`src/hdl/tnpe_pkg.sv`:
```
`timescale 1ns / 1ps
package tnpe_pkg;

   localparam int unsigned MaxEncodedBytes = 256;
   localparam int unsigned MaxDimensions   = 3;
   localparam int unsigned PosWidth        = 9;

   localparam logic [1:0] KIND_CHAR   = 2'd0;
   localparam logic [1:0] KIND_END    = 2'd1;
   localparam logic [1:0] KIND_READ   = 2'd2;
   localparam logic [1:0] KIND_UNUSED = 2'd3;

   localparam logic [1:0] ERR_NONE    = 2'd0;
   localparam logic [1:0] ERR_FORMAT  = 2'd1;
   localparam logic [1:0] ERR_TOOLONG = 2'd2;

   localparam logic [7:0] SEG_SYMBOL = 8'h91;
   localparam logic [7:0] SEG_IDX8   = 8'h28;
   localparam logic [7:0] SEG_IDX16  = 8'h29;
   localparam logic [7:0] SEG_IDX32  = 8'h2A;

   localparam int unsigned QueueDepth = 2;

   // one request as queued by the front end
   typedef struct packed {
      logic [1:0] kind;
      logic [7:0] char_code;
      logic [7:0] read_index;
   } req_item_type;

   typedef struct packed {
      logic       valid;
      logic       ready;
   } link_type;

   typedef enum logic [9:0] {
      PH_START    = 10'b00_0000_0001,
      PH_SYM      = 10'b00_0000_0010,
      PH_AFTER    = 10'b00_0000_0100,
      PH_DOT      = 10'b00_0000_1000,
      PH_BIT_PRE  = 10'b00_0001_0000,
      PH_BIT_NUM  = 10'b00_0010_0000,
      PH_IDX_PRE  = 10'b00_0100_0000,
      PH_IDX_NUM  = 10'b00_1000_0000,
      PH_IDX_POST = 10'b01_0000_0000,
      PH_ENDED    = 10'b10_0000_0000
   } phase_type;

   typedef enum logic [2:0] {
      BK_IDLE  = 3'b001,
      BK_WRITE = 3'b010,
      BK_OUT   = 3'b100
   } back_state_type;

endpackage

```
`src/hdl/tnpe_front.sv`:
```
`timescale 1ns / 1ps
// Accepts requests and holds them in a short queue for the back end.
module tnpe_front (
   input  logic                  clock,
   input  logic                  reset,
   input  logic                  in_valid,
   output logic                  in_ready,
   input  tnpe_pkg::req_item_type in_item,
   output logic                  q_valid,
   input  logic                  q_ready,
   output tnpe_pkg::req_item_type q_item
);

   tnpe_pkg::req_item_type slot_ff [tnpe_pkg::QueueDepth];
   logic [1:0] count_ff, count_in;
   logic       rd_ptr_ff, rd_ptr_in, wr_ptr_ff, wr_ptr_in;
   logic       push, pop;

   assign in_ready = (count_ff != 2'(tnpe_pkg::QueueDepth));
   assign q_valid  = (count_ff != 2'd0);
   assign q_item   = slot_ff[rd_ptr_ff];
   assign push     = in_valid && in_ready;
   assign pop      = q_valid && q_ready;

   // pointer and fill bookkeeping
   always_comb begin
      count_in  = count_ff + {1'b0, push} - {1'b0, pop};
      rd_ptr_in = rd_ptr_ff ^ pop;
      wr_ptr_in = wr_ptr_ff ^ push;
   end

   always_ff @(posedge clock) begin
      if (reset) begin
         count_ff  <= 2'd0;
         rd_ptr_ff <= 1'b0;
         wr_ptr_ff <= 1'b0;
      end else begin
         count_ff  <= count_in;
         rd_ptr_ff <= rd_ptr_in;
         wr_ptr_ff <= wr_ptr_in;
      end
   end

   always_ff @(posedge clock) begin
      if (push) begin
         slot_ff[wr_ptr_ff] <= in_item;
      end
   end

   fill_bound: assert property (@(posedge clock) disable iff (reset)
      count_ff <= 2'(tnpe_pkg::QueueDepth))
      else $error("queue overfilled");
   no_push_full: assert property (@(posedge clock) disable iff (reset)
      (count_ff == 2'(tnpe_pkg::QueueDepth)) |-> !push)
      else $error("push into full queue");
   pop_drain: assert property (@(posedge clock) disable iff (reset)
      (pop && !push) |=> (count_ff == $past(count_ff) - 2'd1))
      else $error("pop miscounted");

endmodule

```
`src/hdl/tnpe_back.sv`:
```
`timescale 1ns / 1ps
// Parses one request, then writes its encoded bytes one per cycle, then
// presents the result in an output register.
module tnpe_back (
   input  logic                   clock,
   input  logic                   reset,
   input  logic                   q_valid,
   output logic                   q_ready,
   input  tnpe_pkg::req_item_type q_item,
   output logic                   out_valid,
   input  logic                   out_ready,
   output logic [1:0]             out_status,
   output logic [7:0]             out_byte,
   output logic [8:0]             out_length,
   output logic                   out_is_bit,
   output logic [7:0]             out_bit_number
);

   typedef logic [tnpe_pkg::PosWidth-1:0] pos_type;

   logic [7:0] mem [tnpe_pkg::MaxEncodedBytes];

   tnpe_pkg::back_state_type state_ff, state_in;
   tnpe_pkg::phase_type      phase_ff, phase_in;
   pos_type    wpos_ff, wpos_in, lenpos_ff, lenpos_in;
   logic [7:0] segcnt_ff, segcnt_in;
   logic [31:0] acc_ff, acc_in;
   logic       digits_ff, digits_in, neg_ff, neg_in;
   logic [1:0] dim_ff, dim_in, err_ff, err_in;
   logic       bflag_ff, bflag_in;
   logic [7:0] bval_ff, bval_in;

   // write list produced by the parse step, drained one byte a cycle
   logic [7:0] wbyte_ff [6];
   logic [7:0] wbyte_in [6];
   pos_type    wbase_ff, wbase_in;
   logic [2:0] wcnt_ff, wcnt_in, widx_ff, widx_in;
   logic       lenw_ff, lenw_in;
   pos_type    lenwpos_ff, lenwpos_in;
   logic [7:0] lenwval_ff, lenwval_in;
   logic       zw_ff, zw_in;
   logic [7:0] zval_ff, zval_in;

   logic       rd_ff, rd_in;
   logic [7:0] rd_data_ff;
   logic [7:0] q_item_rd_ff;

   logic [1:0] o_status_ff;
   logic [8:0] o_len_ff;
   logic       o_bit_ff;
   logic [7:0] o_bitn_ff;

   logic [7:0] c;
   logic       isdig, isalpha, isspace, symstart, symcont;
   logic [3:0] dval;
   logic [35:0] acc_mul;
   logic [31:0] acc_next;

   assign c        = q_item.char_code;
   assign isdig    = (c >= 8'h30) && (c <= 8'h39);
   assign isalpha  = ((c >= 8'h41) && (c <= 8'h5A)) || ((c >= 8'h61) && (c <= 8'h7A));
   assign isspace  = (c == 8'h20) || ((c >= 8'd9) && (c <= 8'd13));
   assign symstart = isalpha || (c == 8'h3A) || (c == 8'h5F) || (c == 8'h40);
   assign symcont  = isalpha || isdig || (c == 8'h3A) || (c == 8'h5F);
   assign dval     = c[3:0] - 4'd0;
   // acc*10 + d with saturation: shifts and adds, no multiplier
   assign acc_mul  = {1'b0, acc_ff, 3'b000} + {3'b000, acc_ff, 1'b0} + {32'd0, dval};
   assign acc_next = (acc_mul[35:32] != 4'd0) ? 32'hFFFF_FFFF : acc_mul[31:0];

   assign q_ready        = (state_ff == tnpe_pkg::BK_IDLE);
   assign out_valid      = (state_ff == tnpe_pkg::BK_OUT);
   assign out_status     = o_status_ff;
   assign out_byte       = rd_ff ? rd_data_ff : 8'd0;
   assign out_length     = o_len_ff;
   assign out_is_bit     = o_bit_ff;
   assign out_bit_number = o_bitn_ff;

   // parse step: one request updates the parser and queues up to six bytes
   always_comb begin
      logic [7:0] wb [6];
      logic [2:0] n;
      logic       e;
      logic [31:0] v;
      logic        do_num;
      logic [1:0]  kind;
      phase_in   = phase_ff;
      wpos_in    = wpos_ff;
      lenpos_in  = lenpos_ff;
      segcnt_in  = segcnt_ff;
      acc_in     = acc_ff;
      digits_in  = digits_ff;
      neg_in     = neg_ff;
      dim_in     = dim_ff;
      err_in     = err_ff;
      bflag_in   = bflag_ff;
      bval_in    = bval_ff;
      lenw_in    = 1'b0;
      lenwpos_in = lenpos_ff;
      lenwval_in = segcnt_ff;
      zw_in      = 1'b0;
      zval_in    = 8'd0;
      rd_in      = 1'b0;
      for (int i = 0; i < 6; i++) begin
         wb[i] = 8'd0;
      end
      n      = 3'd0;
      e      = 1'b0;
      v      = acc_ff;
      do_num = 1'b0;
      kind   = q_item.kind;
      case (kind)
         tnpe_pkg::KIND_CHAR: begin
            if (phase_ff == tnpe_pkg::PH_ENDED) begin
               phase_in  = tnpe_pkg::PH_START;
               wpos_in   = pos_type'(1);
               lenpos_in = '0;
               segcnt_in = 8'd0;
               acc_in    = 32'd0;
               digits_in = 1'b0;
               neg_in    = 1'b0;
               dim_in    = 2'd0;
               bflag_in  = 1'b0;
               bval_in   = 8'd0;
               err_in    = tnpe_pkg::ERR_NONE;
               zw_in     = 1'b1;
            end
            if ((phase_ff == tnpe_pkg::PH_ENDED) || (err_ff == tnpe_pkg::ERR_NONE)) begin
               case (phase_ff)
                  tnpe_pkg::PH_START, tnpe_pkg::PH_ENDED: begin
                     if (!symstart) begin
                        err_in = tnpe_pkg::ERR_FORMAT;
                     end else begin
                        // fresh name always has room
                        lenpos_in = pos_type'(2);
                        wb[0] = tnpe_pkg::SEG_SYMBOL; wb[1] = 8'd1; wb[2] = c;
                        n = 3'd3;
                        segcnt_in = 8'd1;
                        phase_in = tnpe_pkg::PH_SYM;
                     end
                  end
                  tnpe_pkg::PH_SYM: begin
                     if (symcont) begin
                        if ({1'b0, wpos_ff} + 10'd1 > 10'(tnpe_pkg::MaxEncodedBytes)) begin
                           err_in = tnpe_pkg::ERR_TOOLONG;
                        end else begin
                           wb[0] = c; n = 3'd1;
                           segcnt_in  = segcnt_ff + 8'd1;
                           lenw_in    = 1'b1;
                           lenwval_in = segcnt_ff + 8'd1;
                        end
                     end else begin
                        if (segcnt_ff[0]) begin
                           if ({1'b0, wpos_ff} + 10'd1 > 10'(tnpe_pkg::MaxEncodedBytes)) begin
                              err_in = tnpe_pkg::ERR_TOOLONG; e = 1'b1;
                           end else begin
                              wb[0] = 8'd0; n = 3'd1;
                           end
                        end
                        if (!e) begin
                           if ((c != 8'h2E) && (c != 8'h5B)) begin
                              err_in = tnpe_pkg::ERR_FORMAT;
                           end else if ({1'b0, wpos_ff} + {7'd0, n} >=
                                        10'(tnpe_pkg::MaxEncodedBytes)) begin
                              err_in = tnpe_pkg::ERR_TOOLONG;
                           end else if (c == 8'h2E) begin
                              phase_in = tnpe_pkg::PH_DOT;
                           end else begin
                              dim_in = 2'd0; acc_in = 32'd0; digits_in = 1'b0; neg_in = 1'b0;
                              phase_in = tnpe_pkg::PH_IDX_PRE;
                           end
                        end
                     end
                  end
                  tnpe_pkg::PH_AFTER: begin
                     if ((c != 8'h2E) && (c != 8'h5B)) begin
                        err_in = tnpe_pkg::ERR_FORMAT;
                     end else if ({1'b0, wpos_ff} >= 10'(tnpe_pkg::MaxEncodedBytes)) begin
                        err_in = tnpe_pkg::ERR_TOOLONG;
                     end else if (c == 8'h2E) begin
                        phase_in = tnpe_pkg::PH_DOT;
                     end else begin
                        dim_in = 2'd0; acc_in = 32'd0; digits_in = 1'b0; neg_in = 1'b0;
                        phase_in = tnpe_pkg::PH_IDX_PRE;
                     end
                  end
                  tnpe_pkg::PH_DOT: begin
                     if (symstart) begin
                        if ({1'b0, wpos_ff} + 10'd4 > 10'(tnpe_pkg::MaxEncodedBytes)) begin
                           err_in = tnpe_pkg::ERR_TOOLONG;
                        end else begin
                           lenpos_in = wpos_ff + pos_type'(1);
                           wb[0] = tnpe_pkg::SEG_SYMBOL; wb[1] = 8'd1; wb[2] = c;
                           n = 3'd3; segcnt_in = 8'd1;
                           phase_in = tnpe_pkg::PH_SYM;
                        end
                     end else begin
                        acc_in = 32'd0; digits_in = 1'b0; neg_in = 1'b0;
                        phase_in = tnpe_pkg::PH_BIT_PRE;
                        if (isspace) begin
                        end else if ((c == 8'h2B) || (c == 8'h2D)) begin
                           neg_in = (c == 8'h2D); phase_in = tnpe_pkg::PH_BIT_NUM;
                        end else if (isdig) begin
                           acc_in = {28'd0, dval}; digits_in = 1'b1;
                           phase_in = tnpe_pkg::PH_BIT_NUM;
                        end else begin
                           err_in = tnpe_pkg::ERR_FORMAT;
                        end
                     end
                  end
                  tnpe_pkg::PH_BIT_PRE, tnpe_pkg::PH_IDX_PRE: begin
                     if (isspace) begin
                     end else if ((c == 8'h2B) || (c == 8'h2D)) begin
                        neg_in = (c == 8'h2D);
                        phase_in = (phase_ff == tnpe_pkg::PH_BIT_PRE) ?
                                   tnpe_pkg::PH_BIT_NUM : tnpe_pkg::PH_IDX_NUM;
                     end else if (isdig) begin
                        acc_in = acc_next; digits_in = 1'b1;
                        phase_in = (phase_ff == tnpe_pkg::PH_BIT_PRE) ?
                                   tnpe_pkg::PH_BIT_NUM : tnpe_pkg::PH_IDX_NUM;
                     end else begin
                        err_in = tnpe_pkg::ERR_FORMAT;
                     end
                  end
                  tnpe_pkg::PH_BIT_NUM: begin
                     if (isdig) begin
                        acc_in = acc_next; digits_in = 1'b1;
                     end else begin
                        err_in = tnpe_pkg::ERR_FORMAT;
                     end
                  end
                  tnpe_pkg::PH_IDX_NUM: begin
                     if (isdig) begin
                        acc_in = acc_next; digits_in = 1'b1;
                     end else if (!digits_ff) begin
                        err_in = tnpe_pkg::ERR_FORMAT;
                     end else begin
                        do_num = 1'b1;
                     end
                  end
                  tnpe_pkg::PH_IDX_POST: begin
                     if (c == 8'h20) begin
                     end else if ((c == 8'h2C) && (dim_ff < 2'(tnpe_pkg::MaxDimensions))) begin
                        acc_in = 32'd0; digits_in = 1'b0; neg_in = 1'b0;
                        phase_in = tnpe_pkg::PH_IDX_PRE;
                     end else if (c == 8'h5D) begin
                        phase_in = tnpe_pkg::PH_AFTER;
                     end else begin
                        err_in = tnpe_pkg::ERR_FORMAT;
                     end
                  end
                  default: err_in = tnpe_pkg::ERR_FORMAT;
               endcase
               // index emission then post-index handling of the same char
               if (do_num) begin
                  if (neg_ff && (v != 32'd0)) begin
                     err_in = tnpe_pkg::ERR_FORMAT; e = 1'b1;
                  end else if (v > 32'h0000_FFFF) begin
                     if ({1'b0, wpos_ff} + 10'd6 > 10'(tnpe_pkg::MaxEncodedBytes)) begin
                        err_in = tnpe_pkg::ERR_TOOLONG; e = 1'b1;
                     end else begin
                        wb[0] = tnpe_pkg::SEG_IDX32; wb[1] = 8'd0;
                        wb[2] = v[7:0]; wb[3] = v[15:8]; wb[4] = v[23:16]; wb[5] = v[31:24];
                        n = 3'd6;
                     end
                  end else if (v > 32'h0000_00FF) begin
                     if ({1'b0, wpos_ff} + 10'd4 > 10'(tnpe_pkg::MaxEncodedBytes)) begin
                        err_in = tnpe_pkg::ERR_TOOLONG; e = 1'b1;
                     end else begin
                        wb[0] = tnpe_pkg::SEG_IDX16; wb[1] = 8'd0;
                        wb[2] = v[7:0]; wb[3] = v[15:8];
                        n = 3'd4;
                     end
                  end else begin
                     if ({1'b0, wpos_ff} + 10'd2 > 10'(tnpe_pkg::MaxEncodedBytes)) begin
                        err_in = tnpe_pkg::ERR_TOOLONG; e = 1'b1;
                     end else begin
                        wb[0] = tnpe_pkg::SEG_IDX8; wb[1] = v[7:0];
                        n = 3'd2;
                     end
                  end
                  if (!e) begin
                     dim_in = dim_ff + 2'd1;
                     phase_in = tnpe_pkg::PH_IDX_POST;
                     if (c == 8'h20) begin
                     end else if ((c == 8'h2C) &&
                                  ((dim_ff + 2'd1) < 2'(tnpe_pkg::MaxDimensions))) begin
                        acc_in = 32'd0; digits_in = 1'b0; neg_in = 1'b0;
                        phase_in = tnpe_pkg::PH_IDX_PRE;
                     end else if (c == 8'h5D) begin
                        phase_in = tnpe_pkg::PH_AFTER;
                     end else begin
                        err_in = tnpe_pkg::ERR_FORMAT;
                     end
                  end
               end
               wpos_in = ((phase_ff == tnpe_pkg::PH_ENDED) ? pos_type'(1) : wpos_ff) +
                         pos_type'(n);
            end
         end
         tnpe_pkg::KIND_END: begin
            if (phase_ff != tnpe_pkg::PH_ENDED) begin
               if (err_ff == tnpe_pkg::ERR_NONE) begin
                  case (phase_ff)
                     tnpe_pkg::PH_SYM: begin
                        if (segcnt_ff[0]) begin
                           if ({1'b0, wpos_ff} + 10'd1 > 10'(tnpe_pkg::MaxEncodedBytes)) begin
                              err_in = tnpe_pkg::ERR_TOOLONG;
                           end else begin
                              wb[0] = 8'd0; n = 3'd1;
                           end
                        end
                     end
                     tnpe_pkg::PH_AFTER: begin
                     end
                     tnpe_pkg::PH_BIT_NUM: begin
                        if (!digits_ff || (neg_ff && (acc_ff != 32'd0)) ||
                            (acc_ff > 32'd255)) begin
                           err_in = tnpe_pkg::ERR_FORMAT;
                        end else begin
                           bflag_in = 1'b1; bval_in = acc_ff[7:0];
                        end
                     end
                     default: err_in = tnpe_pkg::ERR_FORMAT;
                  endcase
                  wpos_in = wpos_ff + pos_type'(n);
                  if (err_in == tnpe_pkg::ERR_NONE) begin
                     zw_in   = 1'b1;
                     zval_in = 8'((wpos_in - pos_type'(1)) >> 1);
                  end
               end
               phase_in = tnpe_pkg::PH_ENDED;
            end
         end
         tnpe_pkg::KIND_READ: begin
            rd_in = 1'b1;
         end
         default: begin
         end
      endcase
      for (int i = 0; i < 6; i++) begin
         wbyte_in[i] = wb[i];
      end
      wcnt_in  = n;
      wbase_in = (kind == tnpe_pkg::KIND_CHAR && phase_ff == tnpe_pkg::PH_ENDED) ?
                 pos_type'(1) : wpos_ff;
   end

   // sequencer
   always_comb begin
      state_in = state_ff;
      widx_in  = widx_ff;
      case (state_ff)
         tnpe_pkg::BK_IDLE: begin
            if (q_valid) begin
               state_in = tnpe_pkg::BK_WRITE;
               widx_in  = 3'd0;
            end
         end
         tnpe_pkg::BK_WRITE: begin
            if (widx_ff >= wcnt_ff) begin
               state_in = tnpe_pkg::BK_OUT;
            end else begin
               widx_in = widx_ff + 3'd1;
            end
         end
         tnpe_pkg::BK_OUT: begin
            if (out_ready) begin
               state_in = tnpe_pkg::BK_IDLE;
            end
         end
         default: state_in = tnpe_pkg::BK_IDLE;
      endcase
   end

   always_ff @(posedge clock) begin
      if (reset) begin
         state_ff  <= tnpe_pkg::BK_IDLE;
         phase_ff  <= tnpe_pkg::PH_START;
         wpos_ff   <= pos_type'(1);
         lenpos_ff <= '0;
         segcnt_ff <= 8'd0;
         acc_ff    <= 32'd0;
         digits_ff <= 1'b0;
         neg_ff    <= 1'b0;
         dim_ff    <= 2'd0;
         err_ff    <= tnpe_pkg::ERR_NONE;
         bflag_ff  <= 1'b0;
         bval_ff   <= 8'd0;
         widx_ff   <= 3'd0;
         wcnt_ff   <= 3'd0;
         lenw_ff   <= 1'b0;
         zw_ff     <= 1'b0;
         rd_ff     <= 1'b0;
      end else begin
         state_ff <= state_in;
         widx_ff  <= widx_in;
         if (q_valid && q_ready) begin
            phase_ff  <= phase_in;
            wpos_ff   <= wpos_in;
            lenpos_ff <= lenpos_in;
            segcnt_ff <= segcnt_in;
            acc_ff    <= acc_in;
            digits_ff <= digits_in;
            neg_ff    <= neg_in;
            dim_ff    <= dim_in;
            err_ff    <= err_in;
            bflag_ff  <= bflag_in;
            bval_ff   <= bval_in;
            wcnt_ff   <= wcnt_in;
            lenw_ff   <= lenw_in;
            zw_ff     <= zw_in;
            rd_ff     <= rd_in;
         end
      end
   end

   // payload of the write list and result
   always_ff @(posedge clock) begin
      if (q_valid && q_ready) begin
         wbyte_ff   <= wbyte_in;
         wbase_ff   <= wbase_in;
         lenwpos_ff <= lenwpos_in;
         lenwval_ff <= lenwval_in;
         zval_ff    <= zval_in;
         o_status_ff <= err_in;
         o_len_ff    <= (err_in != tnpe_pkg::ERR_NONE) ? 9'd0 : wpos_in;
         o_bit_ff    <= bflag_in;
         o_bitn_ff   <= bflag_in ? bval_in : 8'd0;
         q_item_rd_ff <= q_item.read_index;
      end
   end

   // store: one write port, one registered read port
   always_ff @(posedge clock) begin
      pos_type wa;
      wa = wbase_ff + pos_type'(widx_ff);
      if (state_ff == tnpe_pkg::BK_WRITE) begin
         if (widx_ff < wcnt_ff) begin
            if (!wa[8]) begin
               mem[wa[7:0]] <= wbyte_ff[widx_ff];
            end
         end else if (zw_ff) begin
            mem[8'd0] <= zval_ff;
         end
      end else if (state_ff == tnpe_pkg::BK_OUT && lenw_ff && !lenwpos_ff[8]) begin
         mem[lenwpos_ff[7:0]] <= lenwval_ff;
      end
      if (state_ff == tnpe_pkg::BK_WRITE) begin
         rd_data_ff <= mem[q_item_rd_ff];
      end
   end

   seq_onehot: assert property (@(posedge clock) disable iff (reset)
      $onehot(state_ff))
      else $error("sequencer state not one-hot");
   take_only_idle: assert property (@(posedge clock) disable iff (reset)
      (q_valid && q_ready) |=> (state_ff == tnpe_pkg::BK_WRITE))
      else $error("request not followed by write phase");
   len_zero_on_err: assert property (@(posedge clock) disable iff (reset)
      (out_valid && out_status != tnpe_pkg::ERR_NONE) |-> (out_length == 9'd0))
      else $error("length reported with error");
   hold_out: assert property (@(posedge clock) disable iff (reset)
      (out_valid && !out_ready) |=> out_valid)
      else $error("result dropped");

endmodule

```
`src/hdl/tag_name_path_encoder_unit.sv`:
```
`timescale 1ns / 1ps
// channel | dir | fields (tdata low bit up)
// req     | in  | tdata: kind[1:0] char_code[9:2] read_index[17:10], pad to 24
// rsp     | out | tdata: status[1:0] byte_value[9:2] encoded_length[18:10]
//         |     |        is_bit[19] bit_number[27:20], pad to 32
// An item is parsed when taken; its encoded bytes (0 to 6) are then written
// in turn into the store (one write port, one registered read port), a last
// step writes the word-count byte and does the store read, then the result shows.
// A two-entry queue lets requests be taken while the back end works.
// Reset is synchronous and active high; the store is not cleared.
// rsp stalls hold the result and back-pressure the queue.
module tag_name_path_encoder_unit (
   input  logic        clock,
   input  logic        reset,
   input  logic        req_tvalid,
   output logic        req_tready,
   input  logic [23:0] req_tdata,   // kind, char_code, read_index
   output logic        rsp_tvalid,
   input  logic        rsp_tready,
   output logic [31:0] rsp_tdata    // status, byte_value, encoded_length, is_bit, bit_number
);

   tnpe_pkg::req_item_type in_item, q_item;
   logic q_valid, q_ready;
   logic [1:0] st;
   logic [7:0] bv, bn;
   logic [8:0] ln;
   logic       ib;

   assign in_item.kind       = req_tdata[1:0];
   assign in_item.char_code  = req_tdata[9:2];
   assign in_item.read_index = req_tdata[17:10];

   tnpe_front u_front (
      .clock(clock), .reset(reset),
      .in_valid(req_tvalid), .in_ready(req_tready), .in_item(in_item),
      .q_valid(q_valid), .q_ready(q_ready), .q_item(q_item)
   );

   tnpe_back u_back (
      .clock(clock), .reset(reset),
      .q_valid(q_valid), .q_ready(q_ready), .q_item(q_item),
      .out_valid(rsp_tvalid), .out_ready(rsp_tready),
      .out_status(st), .out_byte(bv), .out_length(ln),
      .out_is_bit(ib), .out_bit_number(bn)
   );

   assign rsp_tdata = {4'd0, bn, ib, ln, bv, st};

endmodule

```
`config.mk`:
```
export PLATFORM = sky130hd
export DESIGN_NAME = tag_name_path_encoder_unit
export DESIGN_NICKNAME = d
export VERILOG_FILES = /design/src/hdl/tnpe_pkg.sv /design/src/hdl/tnpe_front.sv /design/src/hdl/tnpe_back.sv /design/src/hdl/tag_name_path_encoder_unit.sv
export SDC_FILE = /design/constraint.sdc
export NUM_CORES = 2
export LEC_CHECK = 0
export BUFFER_PORTS_ARGS = -buffer_cell sky130_fd_sc_hd__clkbuf_2
export CORE_ASPECT_RATIO = 2
export CORE_MARGIN = 2
export CORE_UTILIZATION = 28
export DETAILED_ROUTE_END_ITERATION = 12
export HOLD_SLACK_MARGIN = 0.1
export PLACE_DENSITY = 0.44
export SYNTH_ARGS = -nofsm -noshare
export SYNTH_HDL_FRONTEND = slang
export SYNTH_HIERARCHICAL = 1
export SYNTH_SLANG_ARGS = --single-unit
```
`constraint.sdc`:
```
create_clock -name clock -period 11 [get_ports clock]
set_input_delay 1.1 -clock clock [delete_from_list [all_inputs] [get_ports clock]]
set_output_delay 1.1 -clock clock [all_outputs]
set_load 0.02 [all_outputs]
```
==> metrics.md <==
| Metric | Value |
|---|---|
| Clock network power share | 0.277 |
| Commonest non-fill, non-tap cell in the layout | edfxtp_1 |
| Status | completed |
| Synth Area in Compound Gates | 0.0372 |
| Setup crit start kind | register |
| DRC viols | 0 |
| Clock-pin slew on the worst setup and hold paths | 0.07 ns |
| Synth Register Bits | 2,301 |
| Peak supply drop | 0.230 mV |
| Htree depth | 4 |
| Std cell rows | 303 |
| Post-synth EDFFs | 2,202 |
| Initial DRT Pass Iterations | 5 |
| Combinational family with the most area after synthesis | multiplexers |
| Area Overhead vs Synth | 13.0% |
| Clock Path Buffers | 4 |
| Yosys cell types | 102 |
| Setup TNS | 0 ns |
| Seq/Total Area, Yosys | 0.714 |
| Initial antenna violation count | 6 |
| Final #Nets | 5,248 |
| Final wirelength | 285,000 microns |
| Int Power | 17.9 mW |
| Clock root cell | clkbuf_16 |
| Arrival @ worst endpoint | 6.73 ns |
| Worst-margin pin slew | 1.38 ns |
| Core ar. | 0.340 sq mm |
| Mapped cell area | 0.0954 sq mm |
| Port-buffer cells | 51 |
| Critical Path RT | 11.71 ns |
| I/O Pins | 62 |
| Tcrit/Tclk final | 0.547 |
| Total track usage | 0.163 |
| Register area | 0.0681 sq mm |
| Vias in the first global route | 51,905 |
| Reg-to-Reg Start | u_front/rd_ptr_ff$_SDFF_PP0_ |
| Hold WC Path Type | in2reg |
| Final setup vio count | 0 |
| Fin. max-slew vios | 0 |
| CP endpoint kind | register |
| Largest net degree at the start of global routing | 194 |
| Clock Skew | 0.0894 ns |
| Comb pwr share | 0.305 |
| Relative max-transition margin | 0.0786 |
| Hold buffer count at cts | 0 |
| Clock Latency Late Sink | 0.91 ns |
| Wirelength per Cell | 29.3 microns |
| Mux contribution to synthesized area | 0.166 |
| Synthesis Warnings | 6 |
| Fmax | 166 MHz |
| RSZ-0062 raised after global routing | no |
| Most frequent cells in the layout | edfxtp_1 (2,202), mux4_2 (688), nor2_1 (421), nand2_1 (223), clkbuf_16 (211) |
| P_leak | 33.0 nW |
| Adder-cell area share of the yosys netlist | 0.0121 |
| Synth Flop Type | edfxtp_1 |
| # Post-CTS Setup Buffers | 0 |
| Fillers | 32,877 |
| Maxcap violations | 0 |
| ANT nets after route | 0 |
| PD cells | 247 mW/mm^2 |
| Critical path origin | u_front/rd_ptr_ff$_SDFF_PP0_ |
| Final min period | 6.02 ns |
| Sw Pwr | 8.72 mW |
| CP Max Fanout | 19 |
| Worst setup path class | reg2reg |
| Die X-Extent | 417 microns |
| Post_cts resized | 0 |
| Clk sink count | 2,301 |
| Flop pwr share | 0.418 |
| CTS Buf Count | 208 |
| XOR/XNOR share of the synthesized area | 0.00680 |
| Sw frac | 0.328 |
| First DRT Iteration DRCs | 3,564 |
| RePlAce Congestion | 0.891 |
| Area used by multi-input combinational logic | 0.0260 sq mm |
| Vias/cell | 5.00 |
| Layout cell share with drive strength beyond 1 | 0.231 |
| Asr flop ratio synth | 0 |
| Synthesized instance count | 5,061 |
| Post-layout util | 0.317 |
| Die area | 0.346 sq mm |
| Global-route wire length before repair | 402,000 microns |
| Detailed placer's ending HPWL | 187,000 microns |
| Hold wc startpoint | req_tdata[11] |
| CTS tree | built |
| Die Span Y | 829 microns |
| Fin. Hold Viols | 0 |
| Via Count | 48,590 |
| Synth Area in Simple Gates | 0.0489 |
| Initial Util | 0.281 |
| Syn avg cell area | 18.8 sq um |
| GRT Residual Overflow | 0 |
-- critical path: stages, from the launching register on --
cell and delay [ns]:
dfxtp_1 0.88, mux2_2 0.63, fa_1 0.66, fa_1 0.26, a211oi_1 0.13, o311a_1 0.35
o41a_1 0.52, a2111oi_0 1.03, o31ai_1 0.39, o21ai_0 0.29, xor2_1 0.12, o311ai_0 0.43
a21oi_1 0.13
-- stage by stage --
| stage | instance area (sq um) | power [mW] | hold WS [ns] | setup WS [ns] | cells |
|---|---|---|---|---|---|
| 6_report | 108000 | 26.6 | 0.409 | 4.98 | 9725 |
| 3_3_place_gp | 101000 | 19.6 | 0.426 | 5.16 | 9342 |
| 5_1_grt | 108000 | 27.6 | 0.379 | 4.66 | 9723 |
| 2_1_floorplan | 95400 | 16.5 | 0.408 | 0.123 | 5064 |
| 4_1_cts | 108000 | 27.2 | 0.333 | 5.04 | 9714 |
| 3_5_place_dp | 101000 | 19.7 | 0.429 | 5.13 | 9342 |
-- flip-flops by register name, indices dropped and copies added (netlist names), 3 cells and up --
signal / flops
u_back/out_bit_number: 8
u_back/state_ff: 3
u_back/widx_ff: 3
u_back/lenwpos_ff: 9
u_back/wbyte_ff: 48
u_back/wpos_ff: 9
u_back/zval_ff: 8
u_back/wbase_ff: 9
u_back/acc_ff: 32
u_back/lenwval_ff: 8
u_back/segcnt_ff: 8
u_back/q_item_rd_ff: 8
u_back/mem: 2048
u_back/bval_ff: 8
u_back/wcnt_ff: 3
u_back/phase_ff: 10
u_back/out_length: 9
u_back/rd_data_ff: 8
u_front/slot_ff: 36
u_back/lenpos_ff: 9
-- Yosys cell counts, types with 5 or more instances --
library cell  number  area [sq um]
o31ai_1           15           113
o221ai_1          12           105
clkbuf_1         192           721
dfxtp_1           99          1980
inv_1             52           195
and3_1            26           163
nand3b_1           6          45.0
o21bai_1           6          45.0
a22oi_1           33           248
a31oi_1           20           125
nor2b_1           11          68.8
or4_1              5          37.5
mux4_2           688         15500
a2111oi_0          7          61.3
a22o_1             7          61.3
buf_2             59           295
nor3b_1           11          82.6
nand3_1           37           185
a21o_1            15           113
xnor2_1           43           377
buf_4              8          60.1
nor3_1            48           240
a21oi_1          147           736
and4_1             5          43.8
o21ai_0          120           601
o22ai_1           14          87.6
or2_2             10          62.6
nand2b_1          18           113
nor4_1            17           106
a211oi_1          26           195
mux2i_1           11           110
nand4_1           32           200
o21ai_1            8          40.0
nor2_1           421          1580
ha_1              86          1080
mux2_2            20           225
and2_1            61           382
or3_1             19           119
nand2_1          234           878
buf_1             27           101
edfxtp_1        2202         66100
o21a_1            20           150
a221oi_1           7          61.3
o211ai_1          23           173
xor2_1            31           272
-- metal layers --
layer,GRT usage,share of wire,up-vias,wire [microns]
met2,0.326,0.58,1091,165000
li1,-,-,20818,-
met4,0.0757,0.051,0,14600
met1,0.166,0.34,26192,97500
met5,0,0,-,0
met3,0.0162,0.028,489,7880
-- final cells by class --
class	instances	area share
sequential	2301	0.632
antenna	11	0.000256
tap	4422	0.0514
timing repair buffer	143	0.0105
inverter	52	0.00186
clock buffer	239	0.0500
clock inverter	133	0.0120
multi-input combinational	2424	0.242
-- cells by family (layout without fill, tap and decap cells) --
| kind of cell | count (synthesis) | in the layout |
|---|---|---|
| buf+inv | 339 | 567 |
| other cells | 1 | 15 |
| xor+xnor | 74 | 74 |
| compound gates | 545 | 545 |
| mux | 720 | 720 |
| fa+ha+maj | 90 | 90 |
| simple gates | 991 | 991 |
| flops | 2301 | 2301 |
-- worst paths after layout --
check	endpoint	slack, ns	depth (start not counted)
setup / recovery	u_back/acc_ff[30]$_SDFFE_PP0P_	4.98	12
hold reg to reg	u_back/lenwpos_ff[5]$_DFFE_PP_	0.43	0
hold / removal	u_front/slot_ff[1][1]$_DFFE_PP_	0.41	1
setup reg to reg	u_back/acc_ff[30]$_SDFFE_PP0P_	4.98	12
-- power by group through the flow --
stage          clock network [mW]  logic (mW)  registers [mW]
6_report                     7.37        8.12            11.1
5_1_grt                      7.85        8.58            11.1
4_1_cts                      7.59        8.47            11.1
3_5_place_dp                    0        8.46            11.3
3_3_place_gp                    0        8.36            11.3
2_1_floorplan                   0        4.84            11.6
Power figures use the tool's default switching activity.
